### src/sv/swm_pkg.sv
// Shared types and constants for the sliding window maximum block.
`timescale 1ns / 1ps

package swm_pkg;

  localparam int VALUE_W  = 32;
  localparam int WINDOW_W = 7;

  typedef struct packed {
    logic [VALUE_W-1:0] value;
    logic               last_item;
  } item_t;

  typedef struct packed {
    logic [VALUE_W-1:0] max_value;
    logic [VALUE_W-1:0] position;
    logic               last_of_run;
  } result_t;

  typedef struct packed {
    logic [VALUE_W-1:0]  value;
    logic [VALUE_W-1:0]  position;
    logic                last_item;
    logic [VALUE_W-1:0]  out_position;
    logic [WINDOW_W-1:0] out_count;
  } cmd_t;

  typedef enum logic [2:0] {
    BK_IDLE,
    BK_SCAN,
    BK_PUSH,
    BK_FETCH,
    BK_EMIT
  } back_state_t;

endpackage

### src/sv/swm_back.sv
// Deque engine: monotonic deque in a memory, back pops, push, front pops and result emission.
`timescale 1ns / 1ps

module swm_back #(
  parameter int MAX_WINDOW = 64
) (
  input  logic             clk,
  input  logic             rst,
  input  logic             cmd_empty,
  input  swm_pkg::cmd_t    cmd,
  output logic             cmd_pop,
  input  logic             res_full,
  output logic             res_push,
  output swm_pkg::result_t res
);

  import swm_pkg::*;

  localparam int CNT_W  = $clog2(MAX_WINDOW + 1);
  localparam int HEAD_W = (MAX_WINDOW > 1) ? $clog2(MAX_WINDOW) : 1;
  localparam int SUM_W  = CNT_W + 1;

  function automatic logic [HEAD_W-1:0] slot(input logic [HEAD_W-1:0] base,
                                             input logic [CNT_W-1:0]  k);
    logic [SUM_W-1:0] sum;
    sum = SUM_W'(base) + SUM_W'(k);
    if (sum >= SUM_W'(MAX_WINDOW)) begin
      sum = sum - SUM_W'(MAX_WINDOW);
    end
    return sum[HEAD_W-1:0];
  endfunction

  logic [VALUE_W-1:0]  mem_values    [MAX_WINDOW];
  logic [VALUE_W-1:0]  mem_positions [MAX_WINDOW];

  back_state_t         state;
  back_state_t         state_next;
  logic [HEAD_W-1:0]   head;
  logic [HEAD_W-1:0]   head_next;
  logic [CNT_W-1:0]    count;
  logic [CNT_W-1:0]    count_next;
  cmd_t                cur;
  logic [VALUE_W-1:0]  out_pos;
  logic [VALUE_W-1:0]  out_pos_next;
  logic [WINDOW_W-1:0] remaining;
  logic [WINDOW_W-1:0] remaining_next;
  logic [VALUE_W-1:0]  rd_value;
  logic [VALUE_W-1:0]  rd_position;

  logic                rd_en;
  logic [HEAD_W-1:0]   rd_addr;
  logic                wr_en;
  logic [HEAD_W-1:0]   wr_addr;
  logic                front_match;
  logic [CNT_W-1:0]    cnt_after;
  logic [HEAD_W-1:0]   head_after;
  logic                done;

  always_comb begin
    state_next     = state;
    head_next      = head;
    count_next     = count;
    out_pos_next   = out_pos;
    remaining_next = remaining;
    cmd_pop        = 1'b0;
    rd_en          = 1'b0;
    rd_addr        = head;
    wr_en          = 1'b0;
    wr_addr        = slot(head, count);
    res_push       = 1'b0;
    front_match    = (rd_position == out_pos);
    cnt_after      = count - CNT_W'(front_match);
    head_after     = front_match ? slot(head, CNT_W'(1)) : head;
    done           = (remaining == WINDOW_W'(1)) || (cnt_after == '0);
    res.max_value   = rd_value;
    res.position    = out_pos;
    res.last_of_run = cur.last_item && done;

    unique case (state)
      BK_IDLE: begin
        if (!cmd_empty) begin
          cmd_pop = 1'b1;
          if (count == '0) begin
            state_next = BK_PUSH;
          end else begin
            rd_en      = 1'b1;
            rd_addr    = slot(head, count - CNT_W'(1));
            state_next = BK_SCAN;
          end
        end
      end
      BK_SCAN: begin
        if (rd_value <= cur.value) begin
          count_next = count - CNT_W'(1);
          if (count == CNT_W'(1)) begin
            state_next = BK_PUSH;
          end else begin
            rd_en   = 1'b1;
            rd_addr = slot(head, count - CNT_W'(2));
          end
        end else begin
          state_next = BK_PUSH;
        end
      end
      BK_PUSH: begin
        wr_en          = 1'b1;
        out_pos_next   = cur.out_position;
        remaining_next = cur.out_count;
        if (count == CNT_W'(MAX_WINDOW)) begin
          head_next = slot(head, CNT_W'(1));
        end else begin
          count_next = count + CNT_W'(1);
        end
        if (cur.out_count != '0) begin
          state_next = BK_FETCH;
        end else begin
          state_next = BK_IDLE;
          if (cur.last_item) begin
            head_next  = '0;
            count_next = '0;
          end
        end
      end
      BK_FETCH: begin
        rd_en      = 1'b1;
        rd_addr    = head;
        state_next = BK_EMIT;
      end
      BK_EMIT: begin
        if (!res_full) begin
          res_push       = 1'b1;
          out_pos_next   = out_pos + VALUE_W'(1);
          remaining_next = remaining - WINDOW_W'(1);
          head_next      = head_after;
          count_next     = cnt_after;
          if (done) begin
            state_next = BK_IDLE;
            if (cur.last_item) begin
              head_next  = '0;
              count_next = '0;
            end
          end else begin
            rd_en   = 1'b1;
            rd_addr = head_after;
          end
        end
      end
      default: begin
        state_next = BK_IDLE;
      end
    endcase
  end

  always_ff @(posedge clk) begin
    if (rst) begin
      state <= BK_IDLE;
      head  <= '0;
      count <= '0;
    end else begin
      state <= state_next;
      head  <= head_next;
      count <= count_next;
    end
  end

  always_ff @(posedge clk) begin
    if (cmd_pop) begin
      cur <= cmd;
    end
    out_pos   <= out_pos_next;
    remaining <= remaining_next;
  end

  always_ff @(posedge clk) begin
    if (wr_en) begin
      mem_values[wr_addr]    <= cur.value;
      mem_positions[wr_addr] <= cur.position;
    end
    if (rd_en) begin
      rd_value    <= mem_values[rd_addr];
      rd_position <= mem_positions[rd_addr];
    end
  end

endmodule

### config.mk
export PLATFORM = sky130hd
export DESIGN_NAME = swm_back
export DESIGN_NICKNAME = d
export VERILOG_FILES = /design/src/sv/swm_pkg.sv /design/src/sv/swm_back.sv
export SDC_FILE = /design/constraint.sdc
export NUM_CORES = 2
export LEC_CHECK = 0
export BUFFER_PORTS_ARGS = -buffer_cell sky130_fd_sc_hd__buf_2
export CAP_MARGIN = 20
export CORE_UTILIZATION = 40
export DETAILED_ROUTE_END_ITERATION = 8
export PLACE_DENSITY = 0.65
export SYNTH_ARGS = -nofsm -noshare
export SYNTH_HDL_FRONTEND = slang
export SYNTH_SLANG_ARGS = --single-unit
export TNS_END_PERCENT = 1
### constraint.sdc
create_clock -name clk -period 11.6 [get_ports clk]
set_input_delay 2.32 -clock clk [delete_from_list [all_inputs] [get_ports clk]]
set_output_delay 2.32 -clock clk [all_outputs]
set_load 0.05 [all_outputs]
==> results.json <==
{
  "status": "complete, no violations",
  "rrSetupSlack_ns": 3.21,
  "setup.worst_path.class": "register to register",
  "reg2reg_to": "rd_position[19]",
  "peakVddDrop_mv": 0.390,
  "routed_wl_um": 487000,
  "die_x_um": 652,
  "synthesis.nets": 8465,
  "dp_worst_setup_slack_ns": 3.27,
  "synth_xor_area_frac": 0.00488,
  "end_kind": "register",
  "clock_pin_slew_on_the_worst_setup_and_hold_paths_ns": 0.06,
  "placement_rows": 238,
  "core-area_um2": 420000,
  "synth_top_family_by_area": "multiplexers",
  "fin_util": 0.455,
  "syn_area_per_cell_um2": 20.4,
  "die_y_um": 652,
  "hold_start": "cur[11]",
  "finalSetupViolCount": 0,
  "synth_compound_gate_area_share": 0.0290,
  "placement.io_buffers": 174,
  "synth_enable_flop_cells": 4303,
  "synth_top_area_share": 0.765,
  "yosysWarningCount": 0,
  "ctsResizeCount": 0,
  "timing.critical_path.fanout_max": 42,
  "synth_cell_types": 75,
  "synthFlopType": "edfxtp_1",
  "cts_hold_buffers": 0,
  "cts_tree": "built",
  "fill_cell_instance_count_of_the_final_layout": 34600,
  "grt_antenna_before_repair": 42,
  "stdcell_count": 14800,
  "p_leak_nw": 66.8,
  "cts_made_buffers": 425,
  "yosys.area.top_type": "edfxtp_1",
  "wl_per_cell_um": 33.0,
  "route.antenna.remaining_nets": 0,
  "ios": 175,
  "final.hold.worst_slack_ns": 0.569,
  "timing.critical_path.from_type": "register",
  "synth-async-reset-ratio": 0,
  "first_global_vias": 86200,
  "vias_per_cell": 5.98,
  "synth.area.top_cells": "edfxtp_1 (77%), mux4_2 (8.5%), mux2i_1 (6.8%), o221ai_1 (0.66%), o211ai_1 (0.60%)",
  "final.min_clock_period_ns": 8.39,
  "syn2layout_area_growth_pct": 13.3,
  "finalCritPeriodShare": 0.723,
  "critical_path.startpoint": "rd_position[25]",
  "routabilityCongestion": 0.867,
  "detailroute.via_count": 88200,
  "synth_cells": 8296,
  "worst_hold_path_type": "register to register",
  "post-dp-hpwl_um": 256000,
  "ctsRootBufferMaster": "clkbuf_16",
  "cp_data_arrival_time_ns": 9.12,
  "post_synth_and_or_nand_nor_area_fraction": 0.0266,
  "setup.worst_path.end": "rd_position[19]",
  "report.final.hold_viol_count": 0,
  "post-cts-setup-buffers": 0,
  "yosys-mux-area-fraction": 0.153,
  "grt_max_degree": 138,
  "critPathRequiredTime_ns": 12.34,
  "r2r.worst_path.cells": 20,
  "final_max_slew_viol_count": 0,
  "fmax_mhz": 119,
  "tightestPinTransition_ns": 1.27,
  "drive_gt1_frac": 0.198,
  "drt_pass1_iterations": 6,
  "yosys.area_share.adder": 0.00465,
  "dpl.cell_count": 14000,
  "starting_density": 0.402,
  "timing.max_slew.rel_slack": 0.153,
  "setup_total_negative_slack_ns": 0,
  "critical_register_to_register_path_startpoint": "rd_position[25]",
  "ys_seq_elements": 4319,
  "skew_ns": 0.128,
  "cts.sink_count": 4319,
  "post-route-worst-setup-slack_ns": 3.21,
  "grt.total_usage": 0.224,
  "sequential_cell_area_um2": 130000,
  "drc": 0,
  "die_footprint_um2": 425000,
  "insertion_delay_ns": 1.01,
  "maxCapViolations": 0,
  "initial_drc_count": 13100,
  "fin_nets": 8916,
  "worst_case_clock_buffer_depth": 4,
  "sequential_area_share_after_synthesis": 0.767,
  "mostFrequentLayoutCell": "edfxtp_1",
  "power_density_nw_per_um2": 273,
  "multiInputGateArea_um2": 37400,
  "globalRoute.totalOverflow": 0,
  "grt_setup_unrepaired": "no",
  "final_cell_mix": "edfxtp_1 (4303), mux2i_1 (1147), mux4_2 (636)",
  "cell_area_after_technology_mapping_um2": 169000,
  "grt_pass1_wl_um": 674000,
  "cts_htree_levels": 5
}
-- routing by layer --
| metal | track usage | vias up | wire length (µm) |
|---|---|---|---|
| met5 | 0 | - | 150 |
| met4 | 0.0829 | 22 | 20300 |
| met3 | 0.0433 | 989 | 54500 |
| met2 | 0.357 | 5366 | 227000 |
| met1 | 0.308 | 46700 | 184000 |
| li1 | - | 35100 | - |
-- registers in the layout, indices dropped and copies added, names as in the netlist --
name	flops
count	7
mem_positions	2048
rd_position	32
head	6
remaining	7
state	3
rd_value	32
mem_values	2048
out_pos	32
cur	104
-- area by class of cell --
cell class	instances	share of cell area
Inverter	56	0.00110
Antenna cell	8	0.000105
Timing Repair Buffer	460	0.0179
Clock buffer	510	0.0581
Sequential cell	4319	0.677
Clock inverter	275	0.0128
Multi-Input combinational cell	3485	0.196
Tap cell	5640	0.0369
-- worst min-delay path by stage --
stage	to	cells after the start	slack (ns)
finish	out_pos[4]	2	0.57
detailed placement	out_pos[0]	2	0.55
global placement	out_pos[0]	2	0.56
CTS	remaining[1]	2	0.56
floorplan	out_pos[1]	2	0.49
global route	out_pos[1]	2	0.61
-- critical path: stages, from the launching register on --
cell      delay, ns
edfxtp_1       0.54
xor2_1         0.22
nor4_1         0.57
nand4_1        0.25
or2_1          0.45
inv_1          0.14
ha_1           0.18
ha_1           0.25
xor2_1         0.23
nor4_2         0.07
and3_1         0.21
nor4_1         0.38
mux2i_1        0.18
o41ai_1        0.70
or2_4          0.92
buf_4          0.69
and4_4         0.80
buf_12         0.38
a22oi_1        0.19
nand4_1        0.27
or4_1          0.41
-- through the flow --
step                power, mW  cell area (µm²)
global route             54.0           191000
CTS                      52.2           191000
global placement         38.6           178000
detailed placement       38.9           178000
floorplan                33.0           169000
finish                   52.2           191000
-- logic make-up (layout without fill, tap and decap cells) --
family,count (synthesis),in the layout
adders and majority gates,61,61
DFF,4319,4319
buffers and inverters,492,1301
xor gates and xnor gates,94,94
other,0,8
AOI/OAI and AO/OA,649,649
and+or+nand+nor,897,897
muxes,1784,1784
-- report_power, final --
part	switching, mW	internal [mW]
clock network	5.88	7.60
logic	12.1	7.83
registers	0.312	18.4
-- cell usage after synthesis (all sizes together) (73+ instances only) --
cell,count
edfxtp,4303
mux2i,1147
mux4,636
buf,295
nand2,249
nor2,233
clkbuf,141
nand2b,136
o211ai,134
a22oi,130
o221ai,128
nand4,82
o21ai,73
Power figures use the tool's default switching activity.
