**src/sv/swm_fifo.sv**
```systemverilog
// Two-entry queue used between the front, the deque engine and the result port.
`timescale 1ns / 1ps

module swm_fifo #(
  parameter int WIDTH = 8
) (
  input  logic             clk,
  input  logic             rst,
  input  logic             wr_en,
  input  logic [WIDTH-1:0] wr_data,
  output logic             full,
  input  logic             rd_en,
  output logic [WIDTH-1:0] rd_data,
  output logic             empty
);

  logic [WIDTH-1:0] mem [2];
  logic             wr_ptr;
  logic             rd_ptr;
  logic [1:0]       fill;
  logic             do_wr;
  logic             do_rd;

  assign full    = (fill == 2'd2);
  assign empty   = (fill == 2'd0);
  assign do_wr   = wr_en && !full;
  assign do_rd   = rd_en && !empty;
  assign rd_data = mem[rd_ptr];

  always_ff @(posedge clk) begin
    if (rst) begin
      wr_ptr <= 1'b0;
      rd_ptr <= 1'b0;
      fill   <= 2'd0;
    end else begin
      if (do_wr) begin
        wr_ptr <= !wr_ptr;
      end
      if (do_rd) begin
        rd_ptr <= !rd_ptr;
      end
      if (do_wr && !do_rd) begin
        fill <= fill + 2'd1;
      end else if (do_rd && !do_wr) begin
        fill <= fill - 2'd1;
      end
    end
  end

  always_ff @(posedge clk) begin
    if (do_wr) begin
      mem[wr_ptr] <= wr_data;
    end
  end

endmodule

```
**config.mk**
```make
export PLATFORM = sky130hd
export DESIGN_NAME = swm_fifo
export DESIGN_NICKNAME = d
export VERILOG_FILES = /design/src/sv/swm_fifo.sv
export SDC_FILE = /design/constraint.sdc
export NUM_CORES = 1
export LEC_CHECK = 0
export ABC_CLOCK_PERIOD_IN_PS = 1800
export BUFFER_PORTS_ARGS = -buffer_cell sky130_fd_sc_hd__buf_2
export CORE_UTILIZATION = 35
export DETAILED_ROUTE_END_ITERATION = 12
export PLACE_DENSITY = 0.55
export RECOVER_POWER = 25
export SLEW_MARGIN = 10
export SYNTH_ARGS = -nofsm -noshare
export SYNTH_HDL_FRONTEND = slang
export SYNTH_SLANG_ARGS = --single-unit
```
**constraint.sdc**
```tcl
create_clock -name clk -period 1.8 [get_ports clk]
set_input_delay 0 -clock clk [delete_from_list [all_inputs] [get_ports clk]]
set_output_delay 0 -clock clk [all_outputs]
set_load 0.02 [all_outputs]
```
==> summary.txt, run 1 <==
Outcome
  – Status: completed

Floorplan
  – Die height: 49.6 microns
  – Die ar.: 2460 sq um
  – CORE AREA: 2040 sq um
  – Initial Util: 38.8%
  – DIE WIDTH: 49.6 microns
  – I/O pin count: 22
  – Row count: 16

Layout
  – Area Overhead vs Synth: 31.4%
  – Multi-input gate area: 200 sq um
  – Total Nets Final: 97
  – Ant diodes: 0
  – Fillers: 200
  – Layout cell share with drive strength beyond 1: 38.6%
  – Reg area: 581 sq um

Global routing
  – GRT Overall Usage: 10.7%
  – First-pass GRT wire length: 1900 microns
  – Initial antenna violation count: 0
  – Largest net degree at the start of global routing: 13
  – Number of global-route vias before repair: 453
  – Total gr overflow: 0

Critical path
  – Setup slack, reg-to-reg: 0.19 ns
  – WP depth: 4
  – CP Capture Point: fill[1]
  – RR Endpoint: fill[1]
  – Critical-path cell with the highest stage delay: dfxtp_1
  – Buf/Inv on CP: 0
  – Reg2reg path depth: 4
  – Worst r2r src: fill[0]
  – Arr. time, crit path: 1.83 ns
  – Cell Chain, Critical Path: o21ai_0, ha_1, or3_1, a21oi_1
  – CP endpoint kind: register
  – Crit path max fanout: 5
  – Critical Path Source Type: register
  – Worst path required time: 2.03 ns
  – Crit path from: fill[0]
  – Worst path top cell family by delay: compound AO/OA/AOI/OAI gates
  – Slowest stage delay, CP: 0.38 ns
  – Setup CP Type: reg -> reg

STA
  – Final slew viol count: 0
  – Fmax: 622 MHz
  – Final Skew: 0.00460 ns
  – Tcrit/Tclk final: 89.3%
  – Slew margin rel.: 74.3%
  – Worst Max-Slew Pin Slew: 0.386 ns
  – Final Hold Vio Count: 0
  – RSZ-0062 raised after global routing: no
  – Setup violations, final: 0
  – Fin worst setup slack: 0.193 ns
  – Min Clock Period, post-route: 1.61 ns
  – TNS Setup: 0 ns

Placement
  – Buffers on Ports: 21
  – GP Congestion: 0.583
  – Dpl ws: 0.210 ns
  – DP HPWL: 837 microns

Power
  – Clk pwr share: 16.0%
  – P per Cell Area: 1300 nW/um^2
  – Switching share of power: 33.0%
  – Reg power frac: 50.2%
  – Pint: 0.904 mW
  – Peak supply drop: 1.04 mV
  – Leakage power: 0.413 nW
  – Total power draw: 1.35 mW
  – Combinational power share: 33.8%
  – Switch Pwr: 0.446 mW

Route
  – Vias post-DR: 477
  – Wirelength per Cell: 11.0 microns
  – DRT iter0 DRCs: 7
  – Via density: 4.34
  – Overall routed net length: 1210 microns
  – DRC Markers: 0
  – Drt pass-1 iters: 4
  – DRT antenna net count: 0

Clocking
  – Clock sinks: 21
  – H-tree levels: 1
  – Clk_lat worst skew: 0.29 ns
  – CTS root buffer: clkbuf_4
  – Num CTS Buffers: 3
  – Clk pin slew, worst setup/hold paths: 0.11 ns
  – Clock buffer depth: 2
  – Setup Fix Bufs, Post-CTS: 0
  – CTS tree: done

Synthesis
  – Synth top area share: 60.6%
  – #FFs+latches synth: 21
  – Post-synthesis cell type count: 13
  – Syn Nets: 63
  – Synthesized cell area: 793 sq um
  – Ys Warns: 0
  – Syn Area/Cell: 15.9 sq um
  – Cells after synthesis: 50
  – Register area share after synthesis: 73.2%
  – Yosys top cell by area: edfxtp_1
  – Area contributors post-synth: edfxtp_1, dfxtp_1, mux2_2

Hold path
  – Hold Path Cell Cnt: 4
  – Worst Hold Class: in -> reg

Job
  – Max_cap viols: 0
-- metal layers --
layer	wire length (microns)	global-route usage (%)
met1	555	11.9
met2	588	18.5
met3	51	2.78
met4	13	5.71
met5	0	0
-- timing repair --
action,in CTS,in global routing
hold endpoints to repair,21,0
resized for setup,0,0
hold buffers,9,0
-- worst register-to-register path: cells and delay by family, from the launching register on --
kind / cells / cell delay [ns]
AND/OR/NAND/NOR: 1 / 0.37
adder cells (fa/ha/maj): 1 / 0.33
flip-flops: 1 / 0.38
AO/OA/AOI/OAI: 2 / 0.47
-- worst min-delay path by stage --
stage	startpoint	end	slack [ns]
6_report	wr_en	wr_ptr	0.08
5_1_grt	wr_en	wr_ptr	0.11
4_1_cts	wr_en	wr_ptr	0.07
3_5_place_dp	wr_data[5]	mem[0][5]	0.19
3_3_place_gp	wr_data[2]	mem[1][2]	0.19
2_1_floorplan	rst	fill[1]	0.07
-- cells in the final DEF, fill, tap and decap left out --
master / n
dlygate4sd3_1: 9
a21oi_1: 2
o21ai_0: 3
nor2_1: 5
clkbuf_1: 2
mux2_2: 8
buf_2: 18
clkbuf_2: 1
dfxtp_1: 5
and2_1: 1
clkinv_2: 1
ha_1: 1
edfxtp_1: 16
xor2_1: 3
clkbuf_4: 3
inv_1: 2
or3_1: 2
nor2b_2: 1
-- synthesized netlist by cell type --
cell,count
a21oi_1,2
and2_1,1
buf_2,1
dfxtp_1,5
edfxtp_1,16
ha_1,1
inv_1,2
mux2_2,8
nor2_1,5
nor2b_2,1
o21ai_0,3
or3_1,2
xor2_1,3
-- area by class of cell --
cell class	instances	share of cell area [%]
timing repair buffer	30	18.5
clock inverter	1	0.480
clock buffer	3	2.16
tap	27	3.24
sequential	21	55.7
multi-input combinational	26	19.2
inverter	2	0.720
-- through the flow --
stage                     instance area (sq um)  utilization (%)  cells  hold WS (ns)
after floorplan                             793                -     50        0.0691
after global routing                       1040             51.0    110         0.111
after detailed placement                    927             45.4     97         0.193
after global placement                      927             45.4     97         0.189
final                                      1040             51.0    110        0.0783
after CTS                                  1040             51.2    110        0.0733
-- state kept, by name, indices dropped and copies added, names as in the netlist, named ones only --
register,count
wr_ptr,1
fill,2
mem,16
rd_ptr,1
-- logic make-up (layout without fill, tap and decap cells) --
| group | after synthesis | after routing | synth area share [%] |
|---|---|---|---|
| AND/OR/NAND/NOR | 9 | 9 | 5.84 |
| AO/OA/AOI/OAI | 5 | 5 | 3.15 |
| XOR/XNOR | 3 | 3 | 3.31 |
| adder cells (fa/ha/maj) | 1 | 1 | 1.58 |
| multiplexers | 8 | 8 | 11.4 |
| flip-flops | 21 | 21 | 73.2 |
| buffers and inverters | 3 | 36 | 1.58 |
-- power by group through the flow --
stage	logic [mW]	registers, mW	clock network [mW]
2_1_floorplan	0.350	0.660	0
3_3_place_gp	0.440	0.692	0
3_5_place_dp	0.444	0.693	0
4_1_cts	0.462	0.682	0.225
5_1_grt	0.496	0.689	0.238
6_report	0.457	0.678	0.216
Power figures use the tool's default switching activity.
==> run 2, diff against run 1 <==
- CORE_UTILIZATION: 35 -> 25
- PLACE_DENSITY: 0.55 -> 0.42
- SETUP_SLACK_MARGIN: not set -> 0.5
==> run 2 against run 1 <==
Effect of this change:
- sequential cell count stayed put
- clock skew fell by 0.0021 ns
- worst setup slack improved by 0.19 ns
- final cell count is 16% higher
- non-clock buffer count rose by 1
- die area up 38%
- power up 7.0%
- clock power increased by 2%
- critical path type unchanged
- highest routed layer unchanged
==> summary.txt, run 2 (same netlist as run 1, synthesis figures left out) <==
Placement
  – GP Congestion: 0.607
  – DP HPWL: 894 microns
  – Dpl ws: 0.265 ns
  – Buffers on Ports: 21
  – Placement Cell Area: 956 sq um
  – Placed cell count: 114

Layout
  – Top Registers: mem x16, fill x2
  – Reg area: 589 sq um
  – Total Nets Final: 98
  – Most common cell after layout, fill and taps aside: buf_2
  – Multi-input gate area: 230 sq um
  – Most frequent cells in the layout: buf_2, edfxtp_1, dlygate4sd3_1
  – Layout cell share with drive strength beyond 1: 48.8%
  – Post-Layout Cell Count: 128
  – Biggest register: mem
  – Fillers: 302
  – Max reg flops: 16
  – Ant diodes: 0
  – Fin area: 1110 sq um
  – Area Overhead vs Synth: 40.4%

Critical path
  – Crit path max fanout: 5
  – Worst path required time: 2.03 ns
  – CP endpoint kind: register
  – Reg2reg path depth: 6
  – Critical-path cell with the highest stage delay: dfxtp_4
  – Worst r2r src: fill[1]
  – Setup slack, reg-to-reg: 0.38 ns
  – CP Capture Point: fill[1]
  – Arr. time, crit path: 1.65 ns
  – Setup CP Type: reg -> reg
  – Crit path from: fill[1]
  – Critical Path Source Type: register
  – Cell Chain, Critical Path: nor2b_4, nor2_4, ha_4, xor2_1, or3_1, a21oi_1
  – RR Endpoint: fill[1]
  – Slowest stage delay, CP: 0.39 ns

Power
  – Leakage power: 0.418 nW
  – Pint: 0.958 mW
  – Reg power frac: 48.9%
  – P per Cell Area: 1300 nW/um^2
  – Switch Pwr: 0.485 mW
  – Peak supply drop: 0.554 mV
  – Switching share of power: 33.6%
  – Combinational power share: 35.9%
  – Clk pwr share: 15.2%

Floorplan
  – Row count: 20
  – DIE WIDTH: 58.3 microns
  – I/O pin count: 22
  – Die ar.: 3400 sq um
  – Initial Util: 26.2%
  – CORE AREA: 3030 sq um
  – Die height: 58.3 microns

Clocking
  – Num CTS Buffers: 3
  – H-tree levels: 1
  – Clk_lat worst skew: 0.30 ns
  – CTS tree: done
  – Clock buffer depth: 2
  – Clk pin slew, worst setup/hold paths: 0.11 ns
  – CTS root buffer: clkbuf_4
  – Clock sinks: 21

STA
  – Worst Max-Slew Pin Slew: 0.234 ns
  – Min Clock Period, post-route: 1.42 ns
  – Final Skew: 0.00247 ns
  – WHS: 0.104 ns
  – TNS Setup: 0 ns
  – Tcrit/Tclk final: 78.9%
  – Setup violations, final: 0
  – RSZ-0062 raised after global routing: yes
  – Fin worst setup slack: 0.380 ns
  – Final Hold Vio Count: 0
  – Final slew viol count: 0
  – Slew margin rel.: 84.4%
  – Fmax: 704 MHz

Global routing
  – Number of global-route vias before repair: 463
  – GRT Overall Usage: 8.32%
  – Total gr overflow: 0
  – Largest net degree at the start of global routing: 13
  – Initial antenna violation count: 0
  – First-pass GRT wire length: 2010 microns

Route
  – Via density: 3.89
  – Wirelength per Cell: 10.7 microns
  – Drt pass-1 iters: 4
  – DRC Markers: 0
  – DRT iter0 DRCs: 16
  – Overall routed net length: 1370 microns
  – DRT antenna net count: 0
  – Vias post-DR: 498

Outcome
  – Status: completed

Hold path
  – Hold Path Origin: rd_en
  – Worst Hold Class: in -> reg

Job
  – Max_cap viols: 0
## run 2: routing by layer
metal	wire length (microns)	track usage, %	vias to the layer above
met1	642	9.92	232
li1	-	-	248
met3	74	3.96	2
met4	10	2.04	0
met2	639	13.6	16
met5	0	0	-
## run 2: final cells by class
| class | count | area share [%] |
|---|---|---|
| clock buffer | 3 | 2.02 |
| multi-input combinational | 26 | 20.7 |
| sequential | 21 | 52.9 |
| tap | 44 | 4.94 |
| clock inverter | 1 | 0.449 |
| inverter | 2 | 1.01 |
| timing repair buffer | 31 | 18.0 |
## run 2: critical path: cells and delay by family (launching register included)
kind / cells / cell delay, ns
xor gates and xnor gates: 1 / 0.14
and+or+nand+nor: 3 / 0.56
AOI/OAI and AO/OA: 1 / 0.13
DFF: 1 / 0.39
adders and majority gates: 1 / 0.15
## run 2: power by group through the flow
stage	logic (mW)	registers [mW]	clock network, mW
floorplan	0.358	0.668	0
global placement	0.454	0.704	0
detailed placement	0.454	0.705	0
CTS	0.495	0.701	0.236
global route	0.560	0.717	0.252
finish	0.518	0.706	0.220
## run 2: timing repair
action,4_1_cts,5_1_grt
endpoints found under the hold margin,21,0
setup buffers,1,0
gates resized for setup,5,6
pin swaps,1,4
hold buffers,9,0
endpoints found under the setup margin,25,18
## run 2: worst min path at each step
stage	cells past startpoint	slack (ns)	endpoint
after floorplan	1	0.06	fill[1]
after global routing	4	0.1	register
after global placement	1	0.19	mem[1][2]
after detailed placement	1	0.19	mem[1][3]
after CTS	4	0.06	wr_ptr
final	4	0.10	register
## run 2: metrics by stage
step | power [mW] | utilization, %
floorplan | 1.03 | -
global placement | 1.16 | 31.6
detailed placement | 1.16 | 31.6
CTS | 1.43 | 36.0
global route | 1.53 | 36.8
finish | 1.44 | 36.8
