File: config.mk
export PLATFORM = sky130hd
export DESIGN_NAME = swm_front
export DESIGN_NICKNAME = d
export VERILOG_FILES = /design/src/sv/swm_pkg.sv /design/src/sv/swm_front.sv
export SDC_FILE = /design/constraint.sdc
export NUM_CORES = 1
export LEC_CHECK = 0
export BUFFER_PORTS_ARGS = -buffer_cell sky130_fd_sc_hd__buf_2
export CAP_MARGIN = 10
export CORE_AREA = 2 2 110 112
export DETAILED_ROUTE_END_ITERATION = 16
export DIE_AREA = 0 0 112 114
export GPL_TIMING_DRIVEN = 0
export HOLD_SLACK_MARGIN = 0.06
export PLACE_DENSITY = 0.87
export SKIP_CTS_REPAIR_TIMING = 1
export SLEW_MARGIN = 20
export SYNTH_ARGS = -nofsm -noshare
export SYNTH_HDL_FRONTEND = slang
export SYNTH_SLANG_ARGS = --single-unit
File: constraint.sdc
create_clock -name clk -period 7.4 [get_ports clk]
set_input_delay 1.11 -clock clk [delete_from_list [all_inputs] [get_ports clk]]
set_output_delay 1.11 -clock clk [all_outputs]
set_load 0.01 [all_outputs]
File: src/sv/swm_pkg.sv
// Shared types and constants for the sliding window maximum block.
`timescale 1ns / 1ps

package swm_pkg;

  localparam int VALUE_W  = 32;
  localparam int WINDOW_W = 7;

  typedef struct packed {
    logic [VALUE_W-1:0] value;
    logic               last_item;
  } item_t;

  typedef struct packed {
    logic [VALUE_W-1:0] max_value;
    logic [VALUE_W-1:0] position;
    logic               last_of_run;
  } result_t;

  typedef struct packed {
    logic [VALUE_W-1:0]  value;
    logic [VALUE_W-1:0]  position;
    logic                last_item;
    logic [VALUE_W-1:0]  out_position;
    logic [WINDOW_W-1:0] out_count;
  } cmd_t;

  typedef enum logic [2:0] {
    BK_IDLE,
    BK_SCAN,
    BK_PUSH,
    BK_FETCH,
    BK_EMIT
  } back_state_t;

endpackage

File: src/sv/swm_front.sv
// Front end: window register, stream positions and the result plan for each item.
`timescale 1ns / 1ps

module swm_front #(
  parameter int MAX_WINDOW = 64
) (
  input  logic                            clk,
  input  logic                            rst,
  input  logic                            cfg_valid,
  output logic                            cfg_ready,
  input  logic [swm_pkg::WINDOW_W-1:0]    cfg_data,
  input  logic                            push,
  input  swm_pkg::item_t                  item,
  output logic                            cmd_wr,
  output swm_pkg::cmd_t                   cmd,
  input  logic                            cmd_full
);

  import swm_pkg::*;

  logic [WINDOW_W-1:0] window_size;
  logic [WINDOW_W-1:0] win_eff;
  logic [VALUE_W-1:0]  items_seen;
  logic [VALUE_W-1:0]  next_pos;
  logic [VALUE_W-1:0]  seen_next;
  logic [VALUE_W-1:0]  pending;
  logic                emit;

  assign cfg_ready = 1'b1;
  assign cmd_wr    = push && !cmd_full;

  always_comb begin
    if (window_size == '0) begin
      win_eff = WINDOW_W'(1);
    end else if (window_size > WINDOW_W'(MAX_WINDOW)) begin
      win_eff = WINDOW_W'(MAX_WINDOW);
    end else begin
      win_eff = window_size;
    end
    seen_next = items_seen + VALUE_W'(1);
    pending   = seen_next - next_pos;
    emit      = !item.last_item && (pending >= VALUE_W'(win_eff));

    cmd.value        = item.value;
    cmd.position     = items_seen;
    cmd.last_item    = item.last_item;
    cmd.out_position = next_pos;
    if (item.last_item) begin
      if (pending > VALUE_W'(MAX_WINDOW)) begin
        cmd.out_count = WINDOW_W'(MAX_WINDOW);
      end else begin
        cmd.out_count = pending[WINDOW_W-1:0];
      end
    end else begin
      cmd.out_count = emit ? WINDOW_W'(1) : '0;
    end
  end

  always_ff @(posedge clk) begin
    if (rst) begin
      window_size <= WINDOW_W'(1);
      items_seen  <= '0;
      next_pos    <= '0;
    end else begin
      if (cfg_valid) begin
        window_size <= cfg_data;
      end
      if (cmd_wr) begin
        if (item.last_item) begin
          items_seen <= '0;
          next_pos   <= '0;
        end else begin
          items_seen <= seen_next;
          if (emit) begin
            next_pos <= next_pos + VALUE_W'(1);
          end
        end
      end
    end
  end

endmodule

==> key figures, run 1 <==
Drt
  • Final antenna-violating net count: 0
  • DR DRC count: 0
  • Drt total wl: 19260 um
  • Via count: 6853
  • DR WL/cell: 16.94 um
  • Drt pass-1 iters: 5
  • Starting DRC count in detailed routing: 651
  • Routed vias/inst: 6.027

Critical path
  • Arrival @ worst endpoint: 6.22 ns
  • Critical Path Source Type: register
  • Crit path capture type: output pin
  • Maximum fanout along the worst path: 10
  • Worst endpoint required time: 6.29 ns
  • Critical path class: reg -> out

STA
  • Final setup vio count: 0
  • Slew headroom: 42.81%
  • Worst-margin pin slew: 0.8500 ns
  • Min cycle time layout: 7.328 ns
  • Max-slew violations: 0
  • Smallest hold slack: 0.4964 ns
  • Final Cycle Share: 99.03%
  • PnR worst setup slack: 0.07197 ns
  • Worst Skew: 0.005048 ns
  • Final Hold Vio Count: 0
  • F_max: 136.5 MHz

GRT
  • Largest net degree at the start of global routing: 14
  • Grt ovf: 0
  • Initial antenna violation count: 0
  • Vias in the first global route: 5960
  • First-pass GRT wire length: 29710 um
  • GRT Total Usage: 28.95%

CTS
  • Total CTS buffers: 9
  • Worst skew pair latency: 0.36 ns
  • Worst-path clk slew: 0.06 ns
  • CTS tree: done
  • Longest Clk Path Bufs: 2
  • Clock H-tree levels: 3
  • CTS Sinks: 71
  • CTS root buffer: clkbuf_16

Yosys
  • Main flop type after synthesis: dfxtp_1
  • Synth cell types: 70
  • Avg Synthesized Cell Area: 7.356 um2
  • Net Count, Synth: 940
  • Synth warn: 0
  • Post-Syn Instances: 854
  • Synth top area share: 22.62%
  • Synth area leaders: dfxtp_1 23%, ha_1 8.0%, a21oi_1 6.0%
  • Yosys reg bits: 71
  • Fraction of registers with async set/reset: 0%
  • Post-synth top area cell: dfxtp_1
  • Register area share after synthesis: 22.62%
  • Number of flops mapped to enable cells by yosys: 0
  • Syn Std Cell Area: 6282 um2

Power and ir drop
  • Leak pwr: 3.515 nW
  • Maximum vdd ir drop: 0.0001430 V
  • Pwr Total: 1.014 mW
  • PD cells: 133.8 nW/um2

Run status
  • Status: completed

Finish
  • Area grow syn2layout: 20.53%
  • # diodes: 0
  • Share of layout cells above drive strength 1: 22.63%
  • Non-Filler Instances: 1137
  • NumNets Final: 1071

Die
  • Chip width: 112 um
  • FP Rows: 40
  • Core Area: 11710 um2
  • Die footprint: 12770 um2
  • Die Y-Extent: 114 um
  • Initial core utilization: 53.64%
  • Io pins: 151

Placement
  • DP HPWL: 14480 um
  • Placed Instances: 1115
  • I/O Buffers: 114
  • RD Place Congestion: 0.9805
  • Pre-CTS WS: -0.5294 ns

Hold path
  • HP Class: reg -> reg

Job
  • Max_cap viols: 0
==> flip-flops by register name, summed over array words and instances, names as in the netlist <==
name	flops
items_seen	32
window_size	7
next_pos	32
==> placed cells by master (no fill, tap or decap), drive strengths merged, types with 11 or more instances in the layout <==
cell type / n
a22oi: 17
or3: 23
inv: 47
and3: 15
a21oi: 77
nand3: 25
nand2: 73
o211ai: 12
nor2: 98
dfxtp: 71
buf: 165
ha: 40
nand4: 12
xor2: 21
clkbuf: 38
o21ai: 63
o21a: 11
nor3: 18
xnor2: 40
==> power by group <==
group	total, mW	internal, mW	switching (mW)
sequential	0.388	0.385	0.00340
combinational	0.170	0.0713	0.0982
clock	0.456	0.263	0.193
==> cell usage after synthesis, types with 2 or more instances <==
cell	count
a211o_1	3
a211oi_1	6
a21boi_0	2
a21o_1	8
a21oi_1	75
a21oi_2	2
a22oi_1	17
a311o_1	3
a31oi_1	7
and2_1	5
and3_1	15
and4_1	9
buf_4	34
buf_6	6
clkbuf_1	31
dfxtp_1	71
ha_1	40
inv_1	45
mux2_2	2
mux2i_1	9
nand2_1	72
nand2b_1	8
nand3_1	25
nand4_1	12
nor2_1	98
nor2b_1	6
nor3_1	18
nor4_1	5
o2111ai_2	2
o211ai_1	4
o211ai_2	7
o21a_1	11
o21ai_0	44
o21ai_1	17
o21bai_1	4
o31ai_1	7
or2_2	2
or3_1	23
or4_1	9
xnor2_1	40
xor2_1	21
==> routing by layer <==
metal,track usage (%),wire [um]
met3,6.376,1697
met1,38.69,8278
met2,45.66,8674
met4,11.79,610
met5,0,0
==> per-stage QoR <==
| step | setup TNS, ns | cell area [um2] | util [%] |
|---|---|---|---|
| floorplan | 0 | 6282 | - |
| global placement | -1.942 | 7037 | 60.09 |
| detailed placement | -1.891 | 7037 | 60.09 |
| CTS | -4.862 | 7335 | 62.63 |
| global route | -0.04975 | 7572 | 64.66 |
| finish | 0 | 7572 | 64.66 |
==> critical path, stage by stage, from the launching register on <==
cell and delay, ns:
dfxtp_4 0.38, ha_2 0.19, and3_4 0.21, and3_4 0.23
and2_4 0.17, nand3_4 0.09, nor2_4 0.19, nand3_4 0.16
nor2_4 0.19, nand4_1 0.18, xnor2_2 0.36, ha_4 0.22
inv_2 0.04, o21bai_4 0.16, nor3_1 0.10, a221o_1 0.34
or4_1 0.53, or4_1 0.53, or4_4 0.49, or4b_4 0.57
buf_8 0.17, nor2_4 0.12, a21oi_1 0.06, buf_2 0.16
==> cell families after synthesis <==
logic type	count (synthesis)	share of synthesized area (%)
other	1	0.05969
DFF	71	22.62
AOI/OAI and AO/OA	234	24.12
xor gates and xnor gates	61	8.504
and+or+nand+nor	316	24.74
buffers and inverters	119	9.878
adders and majority gates	41	8.285
muxes	11	1.793
==> area by class of cell <==
class | count | area, um2
clock inverters | 6 | 68.82
inverters | 46 | 172.7
multi-input cells | 664 | 4410
clock buffers | 10 | 229.0
repair buffers | 123 | 638.1
fillers | 1011 | 4139
flip-flops and latches | 71 | 1429
well taps | 147 | 183.9
plain buffers | 70 | 440.4
==> final timing paths <==
check	from	endpoint	slack [ns]	cells after the start
max	items_seen[1]	cmd[0]	0.07	23
min	items_seen[31]	items_seen[31]	0.50	2
max reg2reg	items_seen[1]	next_pos[0]	1.06	24
min reg2reg	items_seen[31]	items_seen[31]	0.50	2
Power figures use the tool's default switching activity.
==> run 2: changes to the inputs <==
--- a/config.mk
+++ b/config.mk
@@ -12,7 +12,7 @@
 export DIE_AREA = 0 0 112 114
 export GPL_TIMING_DRIVEN = 0
 export HOLD_SLACK_MARGIN = 0.06
-export PLACE_DENSITY = 0.87
+export PLACE_DENSITY = 0.81
 export SKIP_CTS_REPAIR_TIMING = 1
 export SLEW_MARGIN = 20
 export SYNTH_ARGS = -nofsm -noshare
==> run 2 against run 1 <==
Compared with the run above:
- combinational power rose by 3%
- final cell count barely moved
- critical endpoint unchanged
- die area did not move
==> key figures, run 2 (synthesis results as in run 1) <==
Critical path
  • Crit. Startpoint: items_seen[1] (unchanged)
  • Arrival @ worst endpoint: 6.18 ns (was 6.22 ns)
  • CP Depth: 22 (was 23)
  • Crit path capture type: output pin (unchanged)
  • Slowest library cell on the worst path: or4b_4 (unchanged)
  • FF-to-FF End: next_pos[27] (was next_pos[0])
  • Worst R2R Path Depth: 26 (was 24)
  • Crit path cell chain: ha_2 -> and3_4 -> and3_4 -> and2_4 -> nand3_2 -> nor2_4 -> nand3_4 -> nor2_4 -> nand4_1 -> xnor2_2 -> ha_4 -> inv_2 -> o21bai_4 -> nor3_1 -> a221o_1 -> or4_1 -> or4_1 -> or4_1 -> or4b_4 -> nor2_4 -> a21oi_1 -> buf_2 (was ha_2 -> and3_4 -> and3_4 -> and2_4 -> nand3_4 -> nor2_4 -> nand3_4 -> nor2_4 -> nand4_1 -> xnor2_2 -> ha_4 -> inv_2 -> o21bai_4 -> nor3_1 -> a221o_1 -> or4_1 -> or4_1 -> or4_4 -> or4b_4 -> buf_8 -> nor2_4 -> a21oi_1 -> buf_2)
  • Critical path class: reg -> out (unchanged)
  • Critical Path Max Stage Delay: 0.62 ns (was 0.57 ns)
  • R2r startpoint: items_seen[1] (unchanged)
  • Worst Setup EP: cmd[0] (unchanged)
  • Cell family with most CP delay: simple AND/OR/NAND/NOR gates (unchanged)
  • Total buffers and inverters traversed by the critical path: 2 (was 3)
  • Critical Path Source Type: register (unchanged)
  • Maximum fanout along the worst path: 6 (was 10)
  • Worst endpoint required time: 6.29 ns (about the same)
  • R2r setup slk: 0.67 ns (was 1.06 ns)

Drt
  • Drt total wl: 19650 um (was 19260 um)
  • Drt pass-1 iters: 5 (unchanged)
  • Routed vias/inst: 6.024 (was 6.027)
  • Final antenna-violating net count: 0 (unchanged)
  • Met2 wire length: 9028 um (was 8674 um)
  • Starting DRC count in detailed routing: 621 (was 651)
  • DR DRC count: 0 (unchanged)
  • Via count: 6855 (was 6853)
  • DR WL/cell: 17.27 um (was 16.94 um)
  • Metal-1 WL: 8263 um (was 8278 um)
  • Top layer in use: met4 (unchanged)
  • WL met3: 1765 um (was 1697 um)

Die
  • Io pins: 151 (unchanged)
  • Initial core utilization: 53.64% (unchanged)
  • FP Rows: 40 (unchanged)
  • Die Y-Extent: 114 um (unchanged)
  • Core Area: 11710 um2 (unchanged)
  • Die footprint: 12770 um2 (unchanged)
  • Chip width: 112 um (unchanged)

Power and ir drop
  • Net Sw Frac: 30.11% (was 29.03%)
  • Switch Pwr: 0.2988 mW (was 0.2943 mW)
  • Leak pwr: 3.492 nW (was 3.515 nW)
  • Pwr Total: 0.9924 mW (was 1.014 mW)
  • Maximum vdd ir drop: 0.0001249 V (was 0.0001430 V)
  • Internal power: 0.6936 mW (was 0.7193 mW)
  • Clock power frac: 43.2% (was 45.0%)
  • Reg power frac: 39.1% (was 38.3%)
  • PD cells: 131.4 nW/um2 (was 133.8 nW/um2)
  • Part of the power in combinational logic: 17.7% (was 16.7%)

Finish
  • Most common cell after layout, fill and taps aside: buf_2 (unchanged)
  • Commonest cells after routing, fill and taps aside: 115 x buf_2, 95 x nor2_1, 74 x a21oi_1 (was 115 x buf_2, 95 x nor2_1, 75 x a21oi_1)
  • NumNets Final: 1071 (unchanged)
  • Final core utilization: 64.51% (was 64.66%)
  • Share of layout cells above drive strength 1: 23.23% (was 22.63%)
  • Regs by FF count: items_seen (32), next_pos (32), window_size (7) (unchanged)
  • Area grow syn2layout: 20.26% (was 20.53%)

GRT
  • First-pass GRT wire length: 30680 um (was 29710 um)
  • Vias in the first global route: 6160 (was 5960)
  • Largest net degree at the start of global routing: 16 (was 14)
  • Initial antenna violation count: 1 (was 0)
  • Grt ovf: 0 (unchanged)
  • GRT Total Usage: 29.83% (was 28.95%)

CTS
  • Longest Clk Path Bufs: 2 (unchanged)
  • Worst skew pair latency: 0.35 ns (was 0.36 ns)
  • Clock H-tree levels: 3 (unchanged)
  • Total CTS buffers: 9 (unchanged)
  • CTS root buffer: clkbuf_16 (unchanged)
  • CTS Sinks: 71 (unchanged)
  • Worst-path clk slew: 0.07 ns (was 0.06 ns)
  • CTS tree: done (unchanged)

Run status
  • Status: completed (unchanged)

Hold path
  • Worst min-delay path startpoint: window_size[2] (was items_seen[31])
  • HP Class: reg -> reg (unchanged)

STA
  • Min cycle time layout: 7.291 ns (was 7.328 ns)
  • Smallest hold slack: 0.5245 ns (was 0.4964 ns)
  • Worst-margin pin slew: 1.022 ns (was 0.8500 ns)
  • Final Cycle Share: 98.52% (was 99.03%)
  • Slew headroom: 31.23% (was 42.81%)
  • PnR worst setup slack: 0.1092 ns (was 0.07197 ns)
  • F_max: 137.2 MHz (was 136.5 MHz)
  • Setup TNS: 0 ns (unchanged)
  • Max-slew violations: 0 (unchanged)
  • Final setup vio count: 0 (unchanged)
  • Final Hold Vio Count: 0 (unchanged)
  • Worst Skew: 0.01128 ns (was 0.005048 ns)

Job
  • Max_cap viols: 0 (unchanged)

Placement
  • RD Place Congestion: 0.9750 (was 0.9805)
  • DP HPWL: 14730 um (was 14480 um)
  • I/O Buffers: 114 (unchanged)
  • Pre-CTS WS: -0.4963 ns (was -0.5294 ns)
## run 2: how the worst min path moves through the flow
stage | to | depth (start not counted) | slack, ns
after floorplan | window_size[4] | 2 | 0.48
after global routing | next_pos[30] | 2 | 0.55
final | window_size[2] | 2 | 0.52
after CTS | next_pos[30] | 2 | 0.53
after global placement | window_size[6] | 2 | 0.51
after detailed placement | next_pos[30] | 2 | 0.51
## run 2: layout make-up
cell class                 instances  area (um2)
multi-input combinational        664        4404
fill                            1041        4156
sequential                        71        1430
timing repair buffer             125       653.1
buffer                            68       421.7
clock buffer                       9       225.2
tap                              147       183.9
inverter                          46       172.7
clock inverter                     7       61.31
antenna                            1       2.502
## run 2: per-layer routing
| layer | vias up | GRT usage, % |
|---|---|---|
| li1 | 3281 | - |
| met1 | 3155 | 39.69 |
| met2 | 373 | 47.56 |
| met3 | 46 | 5.845 |
| met4 | 0 | 12.68 |
| met5 | - | 0 |
## run 2: worst reg2reg max path, delay by kind of cell (launching register included)
kind                       cells  cell delay, ns
adders and majority gates      2            0.40
buffers and inverters          5            0.71
and+or+nand+nor               14            3.85
DFF                            1            0.38
xor gates and xnor gates       1            0.34
AOI/OAI and AO/OA              4            0.95
## run 2: power by group through the flow
| stage | combinational [mW] | clock [mW] | sequential, mW |
|---|---|---|---|
| after detailed placement | 0.158 | 0 | 0.398 |
| after floorplan | 0.114 | 0 | 0.397 |
| after global placement | 0.156 | 0 | 0.398 |
| after CTS | 0.159 | 0.433 | 0.389 |
| after global routing | 0.188 | 0.454 | 0.388 |
| final | 0.175 | 0.429 | 0.388 |
## run 2: per-stage QoR
step	cell area, um2	instances
2_1_floorplan	6282	854
3_3_place_gp	7037	1115
3_5_place_dp	7037	1115
4_1_cts	7323	1131
5_1_grt	7552	1137
6_report	7555	1138
